**src/design/assert_macros.svh**
```systemverilog
// Assertion macros used by gait_phase_state_machine.
// No dependencies; define ASSERT_OFF to compile the checks out.
`ifndef ASSERT_MACROS_SVH
`define ASSERT_MACROS_SVH
`ifndef ASSERT_OFF
// Implication check, sampled on the rising clock, off during reset
`define ASSERT_IMPL(label, clk, rst_n, prop, msg) \
    label: assert property (@(posedge clk) disable iff (!rst_n) (prop)) else $error(msg);
// Condition that must never be true out of reset
`define ASSERT_NEVER(label, clk, rst_n, cond, msg) \
    label: assert property (@(posedge clk) disable iff (!rst_n) !(cond)) else $error(msg);
`else
`define ASSERT_IMPL(label, clk, rst_n, prop, msg)
`define ASSERT_NEVER(label, clk, rst_n, cond, msg)
`endif
`endif

```
**src/design/gpsm_pkg.sv**
```systemverilog
// Types, constants and helper functions of the gait phase state machine.
// No dependencies.
package gpsm_pkg;

    // Gait phases
    typedef enum logic [3:0] {
        PH_IDLE            = 4'd0,
        PH_PRE_SWING       = 4'd1,
        PH_INITIAL_SWING   = 4'd2,
        PH_MID_SWING       = 4'd3,
        PH_TERMINAL_SWING  = 4'd4,
        PH_LOADING         = 4'd5,
        PH_MID_STANCE      = 4'd6,
        PH_TERMINAL_STANCE = 4'd7,
        PH_PRE_SWING_STANCE = 4'd8
    } gait_phase_t;

    // Input transaction
    typedef struct packed {
        logic [15:0] speed_mag;
        logic [15:0] press_sum;
        logic [31:0] time_ms;
    } in_item_t;

    // Result transaction
    typedef struct packed {
        logic [3:0]  phase_now;
        logic [3:0]  phase_before;
        logic        changed;
        logic [31:0] time_in_phase;
        logic [14:0] phase_pct;
    } out_item_t;

    localparam logic [15:0] VLIMIT_DEFAULT = 16'd26;
    localparam logic [14:0] PCT_FULL       = 15'd25600;

    // Pressure and time thresholds
    localparam logic [15:0] PRESS_LIFT   = 16'd100;
    localparam logic [15:0] PRESS_LOAD   = 16'd500;
    localparam logic [15:0] PRESS_UNLOAD = 16'd300;
    localparam logic [31:0] DUR_SWING    = 32'd100;
    localparam logic [31:0] DUR_LOADING  = 32'd50;

    // Reciprocal of 3 for x < 2^19: floor(x/3) = (x * DIV3_RECIP) >> DIV3_SHIFT
    localparam logic [18:0] DIV3_RECIP = 19'd349526;
    localparam int          DIV3_SHIFT = 20;

    // Typical phase duration in ms; zero for idle and unused codes
    function automatic logic [7:0] typical_ms(input gait_phase_t ph);
        logic [7:0] t;
        unique case (ph)
            PH_PRE_SWING:        t = 8'd50;
            PH_INITIAL_SWING:    t = 8'd100;
            PH_MID_SWING:        t = 8'd150;
            PH_TERMINAL_SWING:   t = 8'd100;
            PH_LOADING:          t = 8'd100;
            PH_MID_STANCE:       t = 8'd200;
            PH_TERMINAL_STANCE:  t = 8'd100;
            PH_PRE_SWING_STANCE: t = 8'd50;
            default:             t = 8'd0;
        endcase
        return t;
    endfunction

endpackage

```
**src/design/gait_phase_state_machine.sv**
```systemverilog
// Gait phase state machine: input register, one pass of phase and percentage
// logic, result register. Depends on gpsm_pkg and assert_macros.svh.
//
// Throughput: 1 transaction per cycle; the single-pass phase update between the
// input and result registers sets it. A stalled result holds both stages.
// Reset: phase, prior phase, entry time and percentage clear to 0; the velocity
// limit returns to 26 (about 0.1 m/s).
`include "assert_macros.svh"

module gait_phase_state_machine
    import gpsm_pkg::*;
(
    input  logic        clk,
    input  logic        rst_n,
    input  logic        cfg_wr_en,
    input  logic [15:0] cfg_wr_data,
    input  logic        in_valid,
    output logic        in_ready,
    input  in_item_t    in_data,
    output logic        out_valid,
    input  logic        out_ready,
    output out_item_t   out_data
);

    logic        s1_valid_reg;
    in_item_t    s1_data_reg;
    logic        out_valid_reg;
    out_item_t   out_data_reg;

    logic [15:0] vlimit_reg;
    gait_phase_t phase_reg, phase_next;
    gait_phase_t prior_phase_reg, prior_phase_next;
    logic [31:0] entry_time_reg, entry_time_next;
    logic [14:0] pct_reg, pct_next;

    logic        s1_adv;
    logic        s1_fire;
    logic [15:0] lim;
    logic [31:0] dur_raw;
    logic [31:0] dur;
    logic        changed;
    logic [7:0]  typ;
    logic [16:0] div3_num;
    logic [35:0] div3_prod;
    out_item_t   res_next;

    // Pipeline handshake
    assign s1_adv   = !out_valid_reg || out_ready;
    assign s1_fire  = s1_valid_reg && s1_adv;
    assign in_ready = !s1_valid_reg || s1_adv;

    // Velocity limit register; zero acts as the default
    always_ff @(posedge clk or negedge rst_n)
    begin
        if (!rst_n)
            vlimit_reg <= VLIMIT_DEFAULT;
        else if (cfg_wr_en)
            vlimit_reg <= cfg_wr_data;
    end

    assign lim     = (vlimit_reg == 16'd0) ? VLIMIT_DEFAULT : vlimit_reg;
    assign dur_raw = s1_data_reg.time_ms - entry_time_reg;

    // Next phase
    always_comb
    begin
        phase_next = phase_reg;
        unique case (phase_reg)
            PH_IDLE:
                if (s1_data_reg.speed_mag > lim) phase_next = PH_PRE_SWING;
            PH_PRE_SWING:
                if (s1_data_reg.press_sum < PRESS_LIFT) phase_next = PH_INITIAL_SWING;
            PH_INITIAL_SWING:
                if (dur_raw > DUR_SWING) phase_next = PH_MID_SWING;
            PH_MID_SWING:
                if ({1'b0, s1_data_reg.speed_mag} < {lim, 1'b0})
                    phase_next = PH_TERMINAL_SWING;
            PH_TERMINAL_SWING:
                if (s1_data_reg.press_sum > PRESS_LIFT) phase_next = PH_LOADING;
            PH_LOADING:
                if (s1_data_reg.press_sum > PRESS_LOAD && dur_raw > DUR_LOADING)
                    phase_next = PH_MID_STANCE;
            PH_MID_STANCE:
                if (s1_data_reg.speed_mag < lim) phase_next = PH_TERMINAL_STANCE;
            PH_TERMINAL_STANCE:
                if (s1_data_reg.press_sum < PRESS_UNLOAD)
                    phase_next = PH_PRE_SWING_STANCE;
            PH_PRE_SWING_STANCE:
                if (s1_data_reg.press_sum < PRESS_LIFT) phase_next = PH_PRE_SWING;
            default:
                phase_next = phase_reg;
        endcase
    end

    // Transition bookkeeping and percentage
    assign changed   = (phase_next != phase_reg);
    assign dur       = changed ? 32'd0 : dur_raw;
    assign typ       = typical_ms(phase_next);
    assign div3_num  = {dur[7:0], 9'd0};
    assign div3_prod = {19'd0, div3_num} * {17'd0, DIV3_RECIP};

    always_comb
    begin
        prior_phase_next = changed ? phase_reg : prior_phase_reg;
        entry_time_next  = changed ? s1_data_reg.time_ms : entry_time_reg;
        pct_next         = pct_reg;
        if (typ != 8'd0)
        begin
            if (dur >= {24'd0, typ})
                pct_next = PCT_FULL;
            else
            begin
                case (typ)
                    8'd50:   pct_next = {dur[5:0], 9'd0};
                    8'd100:  pct_next = {dur[6:0], 8'd0};
                    8'd200:  pct_next = {dur[7:0], 7'd0};
                    default: pct_next = div3_prod[DIV3_SHIFT +: 15];
                endcase
            end
        end
    end

    // Assemble the result
    always_comb
    begin
        res_next.phase_now     = phase_next;
        res_next.phase_before  = prior_phase_next;
        res_next.changed       = changed;
        res_next.time_in_phase = dur;
        res_next.phase_pct     = pct_next;
    end

    // Input register
    always_ff @(posedge clk or negedge rst_n)
    begin
        if (!rst_n)
            s1_valid_reg <= 1'b0;
        else if (in_ready)
            s1_valid_reg <= in_valid;
    end

    always_ff @(posedge clk)
    begin
        if (in_ready && in_valid)
            s1_data_reg <= in_data;
    end

    // Advance state on each processed transaction
    always_ff @(posedge clk or negedge rst_n)
    begin
        if (!rst_n)
        begin
            phase_reg       <= PH_IDLE;
            prior_phase_reg <= PH_IDLE;
            entry_time_reg  <= 32'd0;
            pct_reg         <= 15'd0;
        end
        else if (s1_fire)
        begin
            phase_reg       <= phase_next;
            prior_phase_reg <= prior_phase_next;
            entry_time_reg  <= entry_time_next;
            pct_reg         <= pct_next;
        end
    end

    // Result register
    always_ff @(posedge clk or negedge rst_n)
    begin
        if (!rst_n)
            out_valid_reg <= 1'b0;
        else if (s1_adv)
            out_valid_reg <= s1_valid_reg;
    end

    always_ff @(posedge clk)
    begin
        if (s1_fire)
            out_data_reg <= res_next;
    end

    assign out_valid = out_valid_reg;
    assign out_data  = out_data_reg;

    // Checks
    `ASSERT_IMPL(a_change_clears_dur, clk, rst_n,
        out_valid_reg && out_data_reg.changed |-> out_data_reg.time_in_phase == 32'd0,
        "transition result carries nonzero time in phase")
    `ASSERT_IMPL(a_change_differs, clk, rst_n,
        out_valid_reg && out_data_reg.changed |->
            out_data_reg.phase_now != out_data_reg.phase_before,
        "transition result with equal current and prior phase")
    `ASSERT_NEVER(a_pct_cap, clk, rst_n, pct_reg > PCT_FULL,
        "phase percentage above full scale")
    `ASSERT_IMPL(a_stall_holds_state, clk, rst_n,
        out_valid_reg && !out_ready |=> $stable(phase_reg) && $stable(entry_time_reg),
        "phase state moved while result stalled")

endmodule
```
**config.mk**
```make
export PLATFORM = sky130hd
export DESIGN_NAME = gait_phase_state_machine
export DESIGN_NICKNAME = d
export VERILOG_FILES = /design/src/design/gpsm_pkg.sv /design/src/design/gait_phase_state_machine.sv
export VERILOG_INCLUDE_DIRS = /design/src /design/src/design
export SDC_FILE = /design/constraint.sdc
export NUM_CORES = 1
export LEC_CHECK = 0
export ABC_AREA = 1
export BUFFER_PORTS_ARGS = -buffer_cell sky130_fd_sc_hd__buf_2
export CORE_UTILIZATION = 54
export CTS_CLUSTER_SIZE = 8
export DETAILED_ROUTE_END_ITERATION = 6
export PLACE_DENSITY = 0.86
export SYNTH_ARGS = -nofsm -noshare
export SYNTH_HDL_FRONTEND = slang
export SYNTH_SLANG_ARGS = --single-unit
```
**constraint.sdc**
```tcl
create_clock -name clk -period 6.29 [get_ports clk]
set_input_delay 1.258 -clock clk [delete_from_list [all_inputs] [get_ports clk]]
set_output_delay 1.258 -clock clk [all_outputs]
set_load 0.01 [all_outputs]
```
==> run_results.csv <==
group,metric,value,unit
run_status,status,"finished, violations left",
run_status,violations,"setup timing",
grt,globalRouteTotalUtil,33.6,%
critical_path,path_max_fanout,4,
synthesis,ys_types,56,
grt,grt_pass1_wl,64300,µm
finish,final_common_cell,"nand2_1",
floorplanning,ios,143,
timing,drv_slew,0,
timing,tightest_slew,1.03,ns
clock_network,clk_latency,0.45,ns
clock_network,cts_tree,"built",
placement,dpl_worst_slack,-0.719,ns
critical_path,r2r_start,"s1_data_reg[0]$_DFFE_PP_",
clock_network,cts.sinks,193,
timing,period_share,117,%
timing,period_minus_slack,7.39,ns
synthesis,synth_edf_count,120,
finish,largest_reg_flops,64,
placement,gp_routability_congestion,0.968,
critical_path,slowest_delay,0.57,ns
placement,hpwlAfterDp,28700,µm
finish,nNetsFinal,2361,
critical_path,crit_top_cell,"inv_2",
finish,syn_to_final_growth,43.1,%
floorplanning,rows,56,
critical_path,startpoint,"s1_data_reg[0]$_DFFE_PP_",
placement,io_buffers,142,
synthesis,yosys_warnings,0,
hold_path,worstHoldStart,"pct_reg[10]$_DFFE_PN0P_",
timing,skew,0.0133,ns
grt,grt_max_degree,78,
critical_path,worst_setup_path_start_kind,"flip-flop",
hold_path,min_path_type,"flip-flop to flip-flop",
synthesis,synth_area,13100,µm²
synthesis,syn_nets,1886,
timing,max_freq,135,MHz
timing,finalHoldViolCount,0,
floorplanning,fp.dieH,158,µm
synthesis,ys_ff_latch,193,
floorplanning,start_util,55.4,%
critical_path,crit_required,6.67,ns
floorplanning,die_w,158,µm
floorplanning,core-area,23700,µm²
finish,drive_gt1_share,38.7,%
timing,finalSetupViolations,31,
timing,whs,0.499,ns
clock_network,cts_hold_buf,0,
clock_network,cts.clk_slew.worst_paths,0.08,ns
timing,rsz0062_at_grt,"yes",
placement,dp_cells,2325,
routing,drcViolationCount,0,
critical_path,path_class,"flip-flop to flip-flop",
critical_path,crit_slowest_cell,"fa_2",
clock_network,htreeDepth,4,
routing,drt_iter0_markers,1728,
grt,grt-ovfl-total,0,
critical_path,crit_path_end_kind,"flip-flop",
floorplanning,dieArea,24900,µm²
synthesis,synth.avg_cell_area,7.87,µm²
critical_path,worstPathArrival,7.77,ns
synthesis,yosysSeqAreaShare,41.4,%
synthesis,netlist_instances,1667,
synthesis,synth_flop_cell,"edfxtp_1",
grt,grt_pass1_vias,13037,
grt,grt_antenna_before_repair,0,
routing,viasPerCell,5.71,
synthesis,synth_async_sr_flop_share,37.8,%
timing,setup_ws,-1.10,ns
clock_network,cts-root-to-sink-buffers,2,
routing,firstDrtPassIters,6,
finish,finalNonFillerCells,2474,
routing,avgRoutedWirePerCell,18.9,µm
job,maxCapViolCount,0,
finish,num_antenna_cells,0,
clock_network,numCtsBuffers,17,
routing,ant_nets,0,
routing,totalWireLength,46700,µm
timing,max_slew_margin,31.4,%
timing,fin_setup_tns,-20.90,ns
finish,layout_common_cells,"nand2_1 (395), buf_4 (321), inv_1 (251)",
routing,via_count,14124,
clock_network,root_buffer,"clkbuf_16",
==> per-layer routing <==
| metal | vias up | global-route usage (%) | routed length (µm) |
|---|---|---|---|
| met1 | 6507 | 41.7 | 17000 |
| met2 | 1005 | 56.8 | 21900 |
| met4 | 0 | 15.0 | 3040 |
| met5 | - | 0 | 0 |
| li1 | 6290 | - | - |
| met3 | 322 | 6.16 | 4700 |
==> kinds of logic (layout without fill, tap and decap cells) <==
| kind of cell | count (synthesis) | in the layout | synth area share, % |
|---|---|---|---|
| XOR/XNOR | 21 | 21 | 1.40 |
| AO/OA/AOI/OAI | 182 | 182 | 7.85 |
| AND/OR/NAND/NOR | 818 | 818 | 26.3 |
| buffers and inverters | 318 | 806 | 9.28 |
| adder cells (fa/ha/maj) | 134 | 134 | 13.7 |
| flip-flops | 193 | 193 | 41.4 |
| multiplexers | 1 | 1 | 0.0858 |
==> what timing repair did <==
item                                    4_1_cts  5_1_grt
pin swaps                                    61      103
buffers inserted                             89       40
endpoints found under the setup margin       30       31
resized for setup                           130      189
endpoints found under the hold margin         0        0
==> layout make-up <==
| class | instances | area (µm²) |
|---|---|---|
| tap | 319 | 399 |
| sequential | 193 | 5430 |
| clock inverter | 13 | 164 |
| timing repair buffer | 477 | 3300 |
| inverter | 297 | 1120 |
| fill | 1450 | 4900 |
| multi-input combinational | 1156 | 7930 |
| clock buffer | 19 | 433 |
==> final timing paths <==
| kind | endpoint | slack, ns | cells after the start |
|---|---|---|---|
| min in group asynchronous | entry_time_reg[19]$_DFFE_PN0P_ | 0.67 | 1 |
| hold / removal | pct_reg[10]$_DFFE_PN0P_ | 0.50 | 2 |
| hold reg to reg | pct_reg[10]$_DFFE_PN0P_ | 0.50 | 2 |
| setup / recovery | pct_reg[14]$_DFFE_PN0P_ | -1.10 | 48 |
| setup reg to reg | pct_reg[14]$_DFFE_PN0P_ | -1.10 | 48 |
| max in group asynchronous | s1_valid_reg$_DFFE_PN0N_ | 4.53 | 2 |
==> cells in the mapped netlist (2+ instances only) <==
cell type | count | area share (%)
o21ai_0 | 41 | 1.6
nor2_1 | 169 | 4.8
o221a_2 | 2 | 0.17
o31ai_1 | 3 | 0.17
nand2_2 | 6 | 0.29
a31oi_1 | 7 | 0.33
or2_1 | 2 | 0.095
nor2_4 | 2 | 0.17
o21ai_2 | 2 | 0.13
and2_1 | 7 | 0.33
clkbuf_1 | 16 | 0.46
a21oi_1 | 96 | 3.7
o21bai_1 | 2 | 0.11
o21a_1 | 3 | 0.17
dfstp_2 | 3 | 0.60
inv_1 | 283 | 8.1
nand3_2 | 3 | 0.23
dfrtp_1 | 70 | 13
buf_2 | 2 | 0.076
edfxtp_1 | 120 | 27
a21boi_0 | 2 | 0.11
nand3b_1 | 9 | 0.51
fa_1 | 16 | 2.4
nand2_1 | 483 | 14
nor3_1 | 13 | 0.50
nand4_1 | 19 | 0.91
a211oi_1 | 3 | 0.17
xor2_1 | 8 | 0.53
o41ai_1 | 4 | 0.27
or2_2 | 4 | 0.19
nand2_4 | 3 | 0.26
xnor2_1 | 13 | 0.87
o211ai_1 | 3 | 0.17
o22ai_1 | 2 | 0.095
o21ai_1 | 4 | 0.15
buf_6 | 3 | 0.26
nand3_1 | 75 | 2.9
inv_2 | 13 | 0.37
ha_1 | 118 | 11
nor4_1 | 2 | 0.095
nor2_2 | 16 | 0.76
==> critical path: cells and delay by family, from the launching register on <==
kind	cells	cell delay [ns]
and+or+nand+nor	18	2.12
buffers and inverters	12	1.01
AOI/OAI and AO/OA	9	1.40
xor gates and xnor gates	2	0.28
adders and majority gates	7	2.12
DFF	1	0.39
==> stage by stage <==
| step | instance area (µm²) | utilization, % |
|---|---|---|
| 5_1_grt | 18800 | 79.3 |
| 2_1_floorplan | 13200 | - |
| 3_5_place_dp | 15900 | 67.0 |
| 6_report | 18800 | 79.3 |
| 3_3_place_gp | 15900 | 67.0 |
| 4_1_cts | 17800 | 75.3 |
Power is left out: the tool's default activity adds up to more than one toggle a clock period on the data nets, which glitch-free logic cannot reach.
